===== config.mk =====
export PLATFORM = sky130hd
export DESIGN_NAME = base64_stream_decoder_top
export DESIGN_NICKNAME = d
export VERILOG_FILES = /design/src/sv/b64d_pkg.sv /design/src/sv/b64d_core.sv /design/src/sv/base64_stream_decoder_top.sv
export SDC_FILE = /design/constraint.sdc
export NUM_CORES = 1
export LEC_CHECK = 0
export BUFFER_PORTS_ARGS = -buffer_cell sky130_fd_sc_hd__buf_2
export CAP_MARGIN = 20
export CORE_ASPECT_RATIO = 1.2
export CORE_UTILIZATION = 50
export DETAILED_ROUTE_END_ITERATION = 8
export PLACE_DENSITY = 0.66
export SLEW_MARGIN = 20
export SYNTH_ARGS = -nofsm -noshare
export SYNTH_HDL_FRONTEND = slang
export SYNTH_SLANG_ARGS = --single-unit

===== constraint.sdc =====
create_clock -name clk -period 4.3 [get_ports clk]
set_input_delay 0.215 -clock clk [delete_from_list [all_inputs] [get_ports clk]]
set_output_delay 0.215 -clock clk [all_outputs]
set_load 0.05 [all_outputs]

===== src/sv/b64d_pkg.sv =====
// Shared types, status codes and the character lookup of the base64 stream decoder.
package b64d_pkg;

    localparam logic [7:0] PAD_CHAR = 8'h3D;

    localparam logic [1:0] STATUS_OK       = 2'd0;
    localparam logic [1:0] STATUS_BAD_CHAR = 2'd1;
    localparam logic [1:0] STATUS_BAD_PAD  = 2'd2;
    localparam logic [1:0] STATUS_TRUNC    = 2'd3;

    typedef struct packed {
        logic [7:0] char_code;
        logic       char_present;
        logic       end_of_string;
    } in_beat_t;

    typedef struct packed {
        logic       byte_valid;
        logic [7:0] byte_value;
        logic       done_res;
        logic [1:0] status;
    } out_beat_t;

    typedef struct packed {
        logic [1:0] group_phase;
        logic [5:0] leftover_bits;
        logic       pad_seen;
        logic [1:0] error_code;
    } dec_state_t;

    // Returns {hit, sextet}; hit is low for characters outside the alphabet.
    function automatic logic [6:0] sextet_lookup(input logic [7:0] c);
        logic [6:0] r;
        r = '0;
        if (c >= 8'h41 && c <= 8'h5A) begin
            r = {1'b1, 6'(c - 8'h41)};
        end else if (c >= 8'h61 && c <= 8'h7A) begin
            r = {1'b1, 6'(c - 8'h61 + 8'd26)};
        end else if (c >= 8'h30 && c <= 8'h39) begin
            r = {1'b1, 6'(c - 8'h30 + 8'd52)};
        end else if (c == 8'h2B) begin
            r = {1'b1, 6'd62};
        end else if (c == 8'h2F) begin
            r = {1'b1, 6'd63};
        end
        return r;
    endfunction

    function automatic logic is_blank(input logic [7:0] c);
        return (c >= 8'h09 && c <= 8'h0D) || c == 8'h20;
    endfunction

endpackage


===== src/sv/b64d_core.sv =====
// Per-character decode step: next group state and the result for one beat.
module b64d_core (
    input  b64d_pkg::dec_state_t state,
    input  b64d_pkg::in_beat_t   beat,
    output b64d_pkg::dec_state_t state_next,
    output b64d_pkg::out_beat_t  result
);

    logic                 blank;
    logic [6:0]           sx;
    logic [5:0]           v;
    b64d_pkg::dec_state_t upd;

    assign blank = b64d_pkg::is_blank(beat.char_code);
    assign sx    = b64d_pkg::sextet_lookup(beat.char_code);
    assign v     = sx[5:0];

    always_comb
    begin
        upd    = state;
        result = '0;
        if (beat.char_present && !state.pad_seen &&
            state.error_code == b64d_pkg::STATUS_OK && !blank)
        begin
            if (beat.char_code == b64d_pkg::PAD_CHAR)
            begin
                if (state.group_phase < 2'd2)
                    upd.error_code = b64d_pkg::STATUS_BAD_PAD;
                else
                    upd.pad_seen = 1'b1;
            end
            else if (!sx[6])
            begin
                upd.error_code = b64d_pkg::STATUS_BAD_CHAR;
            end
            else
            begin
                unique case (state.group_phase)
                    2'd0:
                    begin
                        upd.leftover_bits = v;
                        upd.group_phase   = 2'd1;
                    end
                    2'd1:
                    begin
                        result.byte_valid = 1'b1;
                        result.byte_value = {state.leftover_bits, v[5:4]};
                        upd.leftover_bits = {2'b00, v[3:0]};
                        upd.group_phase   = 2'd2;
                    end
                    2'd2:
                    begin
                        result.byte_valid = 1'b1;
                        result.byte_value = {state.leftover_bits[3:0], v[5:2]};
                        upd.leftover_bits = {4'b0000, v[1:0]};
                        upd.group_phase   = 2'd3;
                    end
                    default:
                    begin
                        result.byte_valid = 1'b1;
                        result.byte_value = {state.leftover_bits[1:0], v};
                        upd.leftover_bits = '0;
                        upd.group_phase   = 2'd0;
                    end
                endcase
            end
        end

        // The ending beat reports status from the updated state and then clears it.
        if (beat.end_of_string)
        begin
            result.done_res = 1'b1;
            if (upd.error_code != b64d_pkg::STATUS_OK)
                result.status = upd.error_code;
            else if (!upd.pad_seen && upd.group_phase != 2'd0)
                result.status = b64d_pkg::STATUS_TRUNC;
            else
                result.status = b64d_pkg::STATUS_OK;
            state_next = '0;
        end
        else
        begin
            state_next = upd;
        end
    end

endmodule


===== src/sv/base64_stream_decoder_top.sv =====
// Base64 stream decoder top level: input register, decode step and result register.
// An accepted beat is decoded from the input register into the result register.
// One beat per cycle unless the output stalls; every beat gives exactly one result beat.
// While a finished result waits on a stalled output, the input register takes one more beat.
// Reset (rst_n low, asynchronous) empties both registers and clears the group state.
module base64_stream_decoder_top (
    input  logic                clk,
    input  logic                rst_n,
    input  logic                text_valid,
    output logic                text_stall,
    input  b64d_pkg::in_beat_t  text_beat,
    output logic                res_valid,
    input  logic                res_stall,
    output b64d_pkg::out_beat_t res_beat
);

    // Input register: holds one accepted character beat.
    logic                 in_valid_reg;
    b64d_pkg::in_beat_t   in_data_reg;

    // Result register: holds one finished result beat.
    logic                 out_valid_reg;
    b64d_pkg::out_beat_t  out_data_reg;

    // Decoder state: group phase, leftover bits, pad flag and sticky error.
    b64d_pkg::dec_state_t state_reg;
    b64d_pkg::dec_state_t state_next;
    b64d_pkg::out_beat_t  result;

    logic advance;

    // The result register can load whenever it is empty or its beat is taken this cycle.
    assign advance    = !out_valid_reg || !res_stall;
    // The input side stalls only when its register is full and cannot move forward.
    assign text_stall = in_valid_reg && !advance;

    b64d_core u_core (
        .state      (state_reg),
        .beat       (in_data_reg),
        .state_next (state_next),
        .result     (result)
    );

    // Control and state registers.
    always_ff @(posedge clk or negedge rst_n)
    begin
        if (!rst_n)
        begin
            in_valid_reg  <= 1'b0;
            out_valid_reg <= 1'b0;
            state_reg     <= '0;
        end
        else
        begin
            if (!text_stall)
                in_valid_reg <= text_valid;
            if (advance)
            begin
                out_valid_reg <= in_valid_reg;
                // The decoder state moves only when a character beat is consumed.
                if (in_valid_reg)
                    state_reg <= state_next;
            end
        end
    end

    // Payload registers carry no reset; their valid flags guard them.
    always_ff @(posedge clk)
    begin
        if (text_valid && !text_stall)
            in_data_reg <= text_beat;
        if (advance && in_valid_reg)
            out_data_reg <= result;
    end

    assign res_valid = out_valid_reg;
    assign res_beat  = out_data_reg;

endmodule


* After elaboration in Yosys (flattened, before gate mapping)
Index checks and enable logic that the tools add are counted.
** Cells by class
- $add $sub $neg :: 5
- $lt $le $gt $ge :: 9
- Eq/ne operators :: 7
- Muxes and demuxes :: 19
- Bitwise operators :: 2
- Reductions and logical operators :: 29
** Operators by type and width (count)
- $mux 7 :: 5
- $eq 8x6->1 const B :: 4
- $pmux 9 s3 :: 1
- $pmux 8 s3 :: 1
- $mux 11 :: 2
- $ge 8x7->1 const B :: 2
- $le 8x7->1 const B :: 2
- $mux 8 :: 2
- $sub 6x6->6 const B :: 2
- $logic_and 1x1->1 :: 11
- $mux 2 :: 5
- $ge 8x4->1 const B :: 1
- $ge 8x6->1 const B :: 1
- $le 8x4->1 const B :: 1
- $le 8x6->1 const B :: 1
- $reduce_bool 2->1 :: 4
- $logic_not 1->1 :: 7
- $add 6x5->6 const B :: 1
- $add 6x6->6 const B :: 1
- $sub 6x1->6 const B :: 1
- $reduce_and 5->1 :: 1
- $logic_not 2->1 :: 2
- $mux 3 :: 1
- $reduce_or 3->1 :: 1
- 8 further kinds :: 11
** Word-level totals
- Bits in registers :: 35
- Input bits :: 14
- Output and inout port bits :: 14
- Word-level logic and storage cells :: 84

* Depth between registers and ports, before layout
Gate-level depths: netlist (run 1).
- Depth in word-level cells :: 15
- Depth in mapped cells :: 9
- Gate-level depth less buffers :: 8

* Hierarchy
Synthesis (run 1) repeated with hierarchy kept, for this count alone.
** Unflattened totals
- Cells, all modules :: 226
- Area, all modules :: 2438.6 µm²
** By module, submodules not included
- b64d_core :: times used 1, cells each 173, area each 1226.2 µm², sequential area each 0.0 µm²
- base64_stream_decoder_top :: times used 1, cells each 53, area each 1212.4 µm², sequential area each 985.9 µm²

* Worst setup path after synthesis (run 1)
No wires, ideal clock.
- Path kind :: flip-flop to flip-flop
- Start :: register in_data_reg[4] in the netlist's numbering
- End :: register state_reg[5] in the netlist's numbering
- Library setup time :: 125 ps
- Data arrival time :: 2244 ps
- Required time :: 4175 ps
- Path slack :: 1931 ps
- Cell stages (with the launch flop) :: 9
- Path buffers :: 0
- Clock period less this slack :: 2369 ps
- Cells stage by stage :: edfxtp_1 -> inv_1 -> ha_1 -> a21o_1 -> and3_4 -> nor3_4 -> o211ai_4 -> a21oi_4 -> mux2_4
** On the way
- Word-level cells in the longest chain between the ends :: 11
- Elaborated cells on any way between the ends :: 38
- Those cells by class :: add/sub: 5; order compare: 8; eq/ne: 5; mux: 10; reduce/logical: 10
** Ends and longest elaborated chain
- from (decl) :: line base64_stream_decoder_top.sv:19 : b64d_pkg::in_beat_t in_data_reg;
- from (signal assigned) :: line base64_stream_decoder_top.sv:71 : in_data_reg <= text_beat;
- branches (longest 11 deep; another with $sub 6x6->6)
- to (signal assigned) :: line base64_stream_decoder_top.sv:62 : state_reg <= state_next;
- to (decl) :: line base64_stream_decoder_top.sv:26 : b64d_pkg::dec_state_t state_reg;
Parallel ways; which one is timed is not known. The select of a mux whose other input is x is not followed.
A chain may end at the register's enable or synchronous reset.

* Worst setup path after layout (run 1)
- Start :: register in_data_reg[4] in the netlist's numbering
- End :: register state_reg[9] in the netlist's numbering
** On the way
- Word-level cells in the longest chain between the ends :: 10
- Elaborated cells on any way between the ends :: 28
- Those cells by class :: order compare: 8; eq/ne: 4; mux: 9; reduce/logical: 7
** Ends and longest elaborated chain
- branches (longest 8 deep; another with $ge 8x6->1)
- $mux 11 (*) :: line b64d_core.sv:22 : if (beat.char_present && !state.pad_seen &&
- $mux 11 (*) :: line b64d_core.sv:70 : if (beat.end_of_string)
Every way passes the cells marked *. The select of a mux whose other input is x is not followed.

==> results of run 1 <==
-- cells by family after synthesis --
| group | count (synthesis) | synth area share, % |
|---|---|---|
| buffers and inverters | 26 | 5.996 |
| adder cells (fa/ha/maj) | 14 | 7.564 |
| multiplexers | 8 | 3.728 |
| XOR/XNOR | 3 | 1.135 |
| AND/OR/NAND/NOR | 68 | 17.77 |
| flip-flops | 35 | 42.57 |
| AO/OA/AOI/OAI | 63 | 21.23 |
-- cell usage in the layout (no fill, tap or decap), types with 5 or more instances in the layout --
cell and n:
sky130_fd_sc_hd__buf_2 27, sky130_fd_sc_hd__edfxtp_1 22, sky130_fd_sc_hd__nand2_1 19, sky130_fd_sc_hd__inv_1 17, sky130_fd_sc_hd__ha_1 14, sky130_fd_sc_hd__dfrtp_1 13
sky130_fd_sc_hd__a21oi_1 10, sky130_fd_sc_hd__nor2_1 7, sky130_fd_sc_hd__mux2i_1 6, sky130_fd_sc_hd__nand4_1 6, sky130_fd_sc_hd__o22ai_1 6, sky130_fd_sc_hd__clkbuf_8 6
sky130_fd_sc_hd__nand3_1 5, sky130_fd_sc_hd__a32oi_1 5
-- layer usage --
| layer | routed length [µm] | vias to the layer above | track usage, % |
|---|---|---|---|
| li1 | - | 895 | - |
| met1 | 2141 | 871 | 28.60 |
| met2 | 2417 | 62 | 34.79 |
| met3 | 265 | 13 | 4.940 |
| met4 | 114 | 0 | 9.778 |
| met5 | 0 | - | 0 |
-- stage by stage --
| stage | setup WS [ns] | hold WS [ns] | std cells |
|---|---|---|---|
| floorplan | 1.931 | -0.08059 | 217 |
| global placement | 1.609 | 0.1206 | 292 |
| detailed placement | 1.581 | 0.1279 | 292 |
| CTS | 1.552 | 0.08660 | 301 |
| global route | 1.334 | 0.08126 | 301 |
| finish | 1.506 | 0.09280 | 301 |
-- power groups by stage --
| stage | Clock [W] | Combinational, W | Sequential, W |
|---|---|---|---|
| 2_1_floorplan | 0 | 0.000228 | 0.000465 |
| 3_3_place_gp | 0 | 0.000326 | 0.000432 |
| 3_5_place_dp | 0 | 0.000326 | 0.000433 |
| 4_1_cts | 0.000253 | 0.000329 | 0.000426 |
| 5_1_grt | 0.000268 | 0.000362 | 0.000431 |
| 6_report | 0.000247 | 0.000331 | 0.000426 |
-- worst max path at each step --
stage / to / slack (ns) / depth (start not counted)
2_1_floorplan: state_reg[5]$_DFFE_PN0P_ / 1.93 / 8
3_3_place_gp: state_reg[5]$_DFFE_PN0P_ / 1.61 / 8
3_5_place_dp: state_reg[9]$_DFFE_PN0P_ / 1.58 / 8
4_1_cts: state_reg[9]$_DFFE_PN0P_ / 1.55 / 8
5_1_grt: state_reg[9]$_DFFE_PN0P_ / 1.33 / 8
6_report: state_reg[9]$_DFFE_PN0P_ / 1.51 / 8
-- what timing repair did --
action | in CTS | in global routing
buffers inserted | 0 | 0
hold endpoints to repair | 13 | 0
hold buffers | 1 | 0
-- critical path, cell delays in order, from the launching register on --
cell and delay (ns):
sky130_fd_sc_hd__edfxtp_1 0.53, sky130_fd_sc_hd__inv_1 0.16, sky130_fd_sc_hd__ha_1 0.32, sky130_fd_sc_hd__nor2b_1 0.16
sky130_fd_sc_hd__o21ai_1 0.43, sky130_fd_sc_hd__a21o_1 0.28, sky130_fd_sc_hd__o211a_1 0.36, sky130_fd_sc_hd__mux2_1 0.35
sky130_fd_sc_hd__o22ai_1 0.11
-- layout make-up --
class	instances	area, µm²	share of cell area (%)
multi-input combinational	156	1191	46.64
timing repair buffer	28	145.1	5.683
tap	56	70.07	2.744
clock buffer	6	82.58	3.234
sequential	35	985.9	38.61
clock inverter	2	11.26	0.4410
inverter	18	67.56	2.646
==> out/qor.log, run 1 <==
qor: sta.max-slew-margin-rel 57.61%
qor: sta.final_hold_vios 0
qor: global_route.first_global_vias 1743
qor: cells_and_area.finalInstanceArea 2554 µm²
qor: setup_path.crit_arrival 3.00 ns
qor: synth.netlist_top_cells_count sky130_fd_sc_hd__edfxtp_1 (22), sky130_fd_sc_hd__nand2_1 (19), sky130_fd_sc_hd__inv_1 (17)
qor: synth.number_of_standard_cells_after_synthesis 217
qor: routing.route.detailed.wl_per_inst 16.41 µm
qor: synth.post_synth.cell_area_avg 10.67 µm²
qor: sta.clock_period_minus_final_worst_setup_slack 2.794 ns
qor: worst_hold_path.min-delay-path-class in2reg
qor: global_route.overflow 0
qor: sta.setup_total_negative_slack 0 ns
qor: sta.rsz0062_at_grt no
qor: clocking.cts.sink_count 35
qor: routing.route.final.wire_length 4938 µm
qor: synth.leading_cell_types_by_total_area_after_synthesis sky130_fd_sc_hd__edfxtp_1 (29%), sky130_fd_sc_hd__dfrtp_1 (14%), sky130_fd_sc_hd__ha_1 (7.6%)
qor: routing.remaining_drc_errors 0
qor: cells_and_area.final.fill_count 408
qor: setup_path.r2r-start in_data_reg[4]$_DFFE_PP_
qor: routing.detail_route.iter0.violations 127
qor: setup_path.rrSetupSlack 1.51 ns
qor: clocking.number_of_clock_buffers_inserted_by_tritoncts 5
qor: worst_hold_path.hold_path_depth 1
qor: cells_and_area.largest_register_ffs 12
qor: setup_path.worst_setup_path_start_kind register
qor: synth.post_synthesis_cell_area 2316 µm²
qor: synth.synth-edff-count 22
qor: power.power.sequential.fraction 42.4%
qor: setup_path.reg2reg_to state_reg[9]$_DFFE_PN0P_
qor: global_route.grt_antenna_before_repair 0
qor: floorplanning.core.rowCount 26
qor: synth.synth-warning-count 0
qor: cells_and_area.post_route_cells_drive_above_1_share 20.41%
qor: setup_path.critical_path.startpoint in_data_reg[4]$_DFFE_PP_
qor: sta.final.setup_skew 0.004279 ns
qor: clocking.ctsResizeCount 0
qor: synth.synth_flop_cell sky130_fd_sc_hd__edfxtp_1
qor: floorplanning.die-area 4909 µm²
qor: setup_path.critical_path.max_fanout 11
qor: cells_and_area.area.growth.synth_to_final 10.26%
qor: routing.vias 1841
qor: clocking.cts-htree-levels 2
qor: power.clock_power_share 24.6%
qor: worst_hold_path.worstHoldStart text_beat[8]
qor: placement.dpl-instance-area 2450 µm²
qor: placement.detailedPlacementHpwl 3630 µm
qor: clocking.insertion_delay 0.29 ns
qor: placement.port_buffers 27
qor: status.status finished clean
qor: global_route.wire_length_of_the_first_global_routing_pass 8307 µm
qor: synth.ys_seq_area_share 42.57%
qor: clocking.cts_max_path_buffers 2
qor: setup_path.reg2reg_depth 8
qor: synth.ys_ff_latch 35
qor: power.power.ir.vdd_worst 252.8 µV
qor: power.p_sw_share 36.84%
qor: sta.period_share 64.99%
qor: cells_and_area.nets 272
qor: sta.setup_violations 0
qor: sta.number_of_slew_limit_violations_in_the_final_report 0
qor: floorplanning.die_height 76.56 µm
qor: synth.post-synth-top-area-fraction 28.53%
qor: sta.worst_slew_pin_slew 0.6320 ns
qor: clocking.clkTransAtPathRegs 0.07 ns
qor: placement.globalplace.congestion 0.9470
qor: synth.distinct_cell_type_count_of_the_synthesized_netlist 63
qor: synth.cell_accounting_for_the_most_synthesized_area sky130_fd_sc_hd__edfxtp_1
qor: power.p_leak 1.025 nW
qor: setup_path.worst_setup_path_end_kind register
qor: floorplanning.io_pins 28
qor: global_route.grt_max_degree 20
qor: cells_and_area.antenna-diode-count 0
qor: global_route.total_routing_resource_utilization_after_global_routing 22.02%
qor: floorplanning.floorplan.die.width 64.13 µm
qor: synth.yosysMostFrequentCell sky130_fd_sc_hd__edfxtp_1
qor: routing.viasPerCell 6.116
qor: synth.synth_fp_nets 245
qor: floorplanning.core_footprint 4359 µm²
qor: routing.dr.pass1.iters 4
qor: synth.async_reset_ff_share 37.14%
qor: run.maxCapViolations 0
qor: cells_and_area.layout.core_utilization 58.58%
qor: power.cell_internal_pwr 0.0006338 W
qor: clocking.cts_tree built
qor: worst_hold_path.holdPathEnd in_data_reg[8]$_DFFE_PP_
qor: floorplanning.start_util 53.13%
qor: power.logic_gate_share_of_total_power 32.9%
qor: power.switching_power 0.0003697 W
qor: setup_path.crit_required 4.50 ns
qor: power.total_power 0.001004 W
qor: setup_path.crit_type reg2reg
qor: clocking.clk_tree_root_cell sky130_fd_sc_hd__clkbuf_8
qor: sta.clock.fmax 357.9 MHz
qor: power.pwr_dens 393.0 nW/µm²
qor: routing.final_antenna_net_count 0
Power figures use the tool's default switching activity.
==> run 2: changes to the inputs <==
Settings changed: ABC_AREA set to 1, PLACE_DENSITY 0.66 to 0.69.
Clock period 4.3 ns to 2.4 ns, I/O delays scaled along.
==> out/qor.log, run 2 <==
qor: floorplanning.core.rowCount 27 [+3.8%]
qor: synth.yosysMostFrequentCell sky130_fd_sc_hd__nand2_1
qor: clocking.insertion_delay 0.28 ns [about the same]
qor: synth.async_reset_ff_share 37.14% [unchanged]
qor: floorplanning.io_pins 28 [unchanged]
qor: cells_and_area.largest_register_ffs 12 [unchanged]
qor: synth.synth_flop_cell sky130_fd_sc_hd__edfxtp_1
qor: floorplanning.die-area 5103 µm² [+3.9%]
qor: setup_path.r2r-start in_data_reg[4]$_DFFE_PP_
qor: placement.detailedPlacementHpwl 3852 µm [+6.1%]
qor: clocking.cts.sink_count 35 [unchanged]
qor: global_route.gr_layer_usage_met3 4.506% [-0.43 points]
qor: sta.final.setup_skew 0.003515 ns [-0.0007634 ns]
qor: sta.setup_violations 0 [unchanged]
qor: synth.ys_ff_latch 35 [unchanged]
qor: global_route.top_usage_layer met2
qor: worst_hold_path.worstHoldStart text_beat[3]
qor: setup_path.worst_setup_path_end_kind register
qor: cells_and_area.final.fill_count 446 [+9.3%]
qor: setup_path.crit_type reg2reg
qor: cells_and_area.area.growth.synth_to_final 16.46%
qor: sta.worst_slew_pin_slew 0.5375 ns [-0.09449 ns]
qor: routing.route.final.wire_length 5089 µm [+3.1%]
qor: setup_path.critical_path.max_fanout 9 [-2]
qor: status.status finished clean
qor: global_route.use_met2 36.60% [+1.8 points]
qor: setup_path.critical_path.startpoint in_data_reg[4]$_DFFE_PP_
qor: cells_and_area.post_route_cells_drive_above_1_share 20.00% [-0.41 points]
qor: global_route.overflow 0 [unchanged]
qor: synth.post-synth-top-area-fraction 27.41% [-1.1 points]
qor: routing.dr.pass1.iters 4 [unchanged]
qor: sta.number_of_slew_limit_violations_in_the_final_report 0 [unchanged]
qor: power.pwr_dens 649.5 nW/µm² [+65%]
qor: synth.ys_seq_area_share 40.91% [-1.7 points]
qor: global_route.first_global_vias 1893 [+8.6%]
qor: routing.detail_route.iter0.violations 113 [-11%]
qor: floorplanning.die_height 78.05 µm [+2.0%]
qor: floorplanning.floorplan.die.width 65.38 µm [+1.9%]
qor: cells_and_area.multi_input_area 1197 µm² [+0.53%]
qor: power.p_leak 1.337 nW [+30%]
qor: synth.post_synthesis_cell_area 2410 µm² [+4.1%]
qor: clocking.cts_tree built
qor: floorplanning.start_util 52.45% [-0.68 points]
qor: clocking.clk_tree_root_cell sky130_fd_sc_hd__clkbuf_8
qor: cells_and_area.antenna-diode-count 0 [unchanged]
qor: floorplanning.core_footprint 4594 µm² [+5.4%]
qor: synth.distinct_cell_type_count_of_the_synthesized_netlist 30 [-52%]
qor: cells_and_area.layout.core_utilization 61.08% [+2.5 points]
qor: run.maxCapViolations 0 [unchanged]
qor: setup_path.worst_setup_path_start_kind register
qor: sta.max-slew-margin-rel 64.17% [+6.6 points]
qor: worst_hold_path.min-delay-path-class in2reg
qor: routing.viasPerCell 5.081 [-17%]
qor: power.power.ir.vdd_worst 435.0 µV [+72%]
qor: clocking.cts-htree-levels 2 [unchanged]
qor: synth.cell_accounting_for_the_most_synthesized_area sky130_fd_sc_hd__edfxtp_1
qor: setup_path.slowest_stage sky130_fd_sc_hd__edfxtp_1
qor: sta.clock.fmax 452.8 MHz [+27%]
qor: setup_path.cp_cell_sequence inv_2, ha_1, nand2_1, nand2_1, nand3_1, nor2_1, o21ai_0, nand2_1, nand2_1, o21ai_0, a21oi_1
qor: placement.port_buffers 27 [unchanged]
qor: synth.synth-warning-count 0 [unchanged]
qor: cells_and_area.regArea 985.9 µm² [unchanged]
qor: global_route.total_routing_resource_utilization_after_global_routing 21.21% [-0.81 points]
qor: synth.synth_fp_nets 333 [+36%]
qor: cells_and_area.mostFrequentLayoutCell sky130_fd_sc_hd__nand2_1
qor: synth.number_of_standard_cells_after_synthesis 305 [+41%]
qor: sta.period_share 92.03% [+27 points]
qor: setup_path.critPathMaxStageDelay 0.49 ns [-0.04 ns]
qor: routing.remaining_drc_errors 0 [unchanged]
qor: routing.vias 2073 [+13%]
qor: global_route.globalRouteMet1Util 25.05% [-3.6 points]
qor: setup_path.crit_required 2.44 ns [-2.06 ns]
qor: setup_path.path_common_cell sky130_fd_sc_hd__nand2_1
qor: synth.netlist_top_cells_count sky130_fd_sc_hd__nand2_1 (81), sky130_fd_sc_hd__inv_1 (42), sky130_fd_sc_hd__nand3_1 (25)
qor: global_route.grt_max_degree 15 [-25%]
qor: synth.leading_cell_types_by_total_area_after_synthesis sky130_fd_sc_hd__edfxtp_1 (27%), sky130_fd_sc_hd__dfrtp_1 (13%), sky130_fd_sc_hd__nand2_1 (13%)
qor: sta.final_hold_vios 0 [unchanged]
qor: clocking.number_of_clock_buffers_inserted_by_tritoncts 5 [unchanged]
qor: global_route.grt_antenna_before_repair 0 [unchanged]
qor: synth.synth-edff-count 22 [unchanged]
qor: placement.globalplace.congestion 0.9296 [-1.8%]
qor: setup_path.crit_arrival 2.24 ns [-0.76 ns]
qor: sta.post_route_hold_slack 0.007883 ns [-0.08492 ns]
qor: routing.final_antenna_net_count 0 [unchanged]
qor: sta.clock_period_minus_final_worst_setup_slack 2.209 ns [-0.5858 ns]
qor: routing.route.detailed.wl_per_inst 12.47 µm [-24%]
qor: cells_and_area.nets 377 [+39%]
qor: synth.post_synth.cell_area_avg 7.901 µm² [-26%]
qor: clocking.clkTransAtPathRegs 0.07 ns [about the same]
qor: clocking.cts_max_path_buffers 2 [unchanged]
qor: global_route.wire_length_of_the_first_global_routing_pass 8259 µm [-0.58%]
qor: cells_and_area.most-common-layout-cells sky130_fd_sc_hd__nand2_1 (81), sky130_fd_sc_hd__inv_1 (41), sky130_fd_sc_hd__buf_2 (27), sky130_fd_sc_hd__nand3_1 (25), sky130_fd_sc_hd__edfxtp_1 (22)
[run 2: cell families (layout without fill, tap and decap cells)]
| logic type | Yosys count | count (layout) | synth area share [%] |
|---|---|---|---|
| and+or+nand+nor | 152 | 152 | 30.01 |
| DFF | 35 | 35 | 40.91 |
| adders and majority gates | 14 | 14 | 7.269 |
| AOI/OAI and AO/OA | 47 | 47 | 10.96 |
| xor gates and xnor gates | 4 | 4 | 1.454 |
| buffers and inverters | 53 | 98 | 9.397 |
[run 2: through the flow]
step	area (µm²)	worst slack, ns	setup TNS, ns	power [W]	cells
3_5_place_dp	2595	0.1602	0	0.001302	388
4_1_cts	2741	0.1557	0	0.001823	400
6_report	2806	0.1914	0	0.001823	408
5_1_grt	2806	-0.02128	-0.02922	0.001921	408
3_3_place_gp	2595	0.2053	0	0.001292	388
2_1_floorplan	2410	0.2922	0	0.001177	305
[run 2: worst paths after layout]
path,end,cells after the start,slack (ns)
hold / removal,in_data_reg[3]$_DFFE_PP_,1,0.008
min in group asynchronous,state_reg[5]$_DFFE_PN0P_,2,0.27
max in group asynchronous,state_reg[0]$_DFFE_PN0P_,2,1.89
setup / recovery,res_beat[6]$_SDFFCE_PP0P_,11,0.19
hold reg to reg,res_valid$_DFFE_PN0N_,2,0.48
setup reg to reg,res_beat[6]$_SDFFCE_PP0P_,11,0.19
[run 2: worst max-delay path, delay by kind of cell, from the launching register on]
family / cells / cell delay, ns
and+or+nand+nor: 6 / 0.69
adders and majority gates: 1 / 0.24
AOI/OAI and AO/OA: 3 / 0.36
DFF: 1 / 0.49
buffers and inverters: 1 / 0.19
[run 2: repair_timing]
item,4_1_cts,5_1_grt
setup buffers,0,6
setup endpoints to repair,0,5
hold buffers,4,2
gates resized for setup,0,3
hold endpoints to repair,16,2
[run 2: layout make-up]
type                    count  share of cell area (%)
well taps                  58                   2.586
repair buffers             41                   9.095
clock buffers               7                   2.720
inverters                  49                   6.732
multi-input cells         217                   42.67
clock inverters             1                   1.070
flip-flops and latches     35                   35.13
[run 2: metal layers]
metal	up-vias	part of all wire, %
met5	-	0
met1	934	43
met4	0	1.9
met2	57	51
li1	1074	-
met3	8	4.1
[run 2: power by group]
group / internal [W] / total, W / switching, W
registers: 0.000711 / 0.000750 / 0.0000395
clock network: 0.000311 / 0.000512 / 0.000202
logic: 0.000170 / 0.000560 / 0.000390
total: 0.00119 / 0.00182 / 0.000632
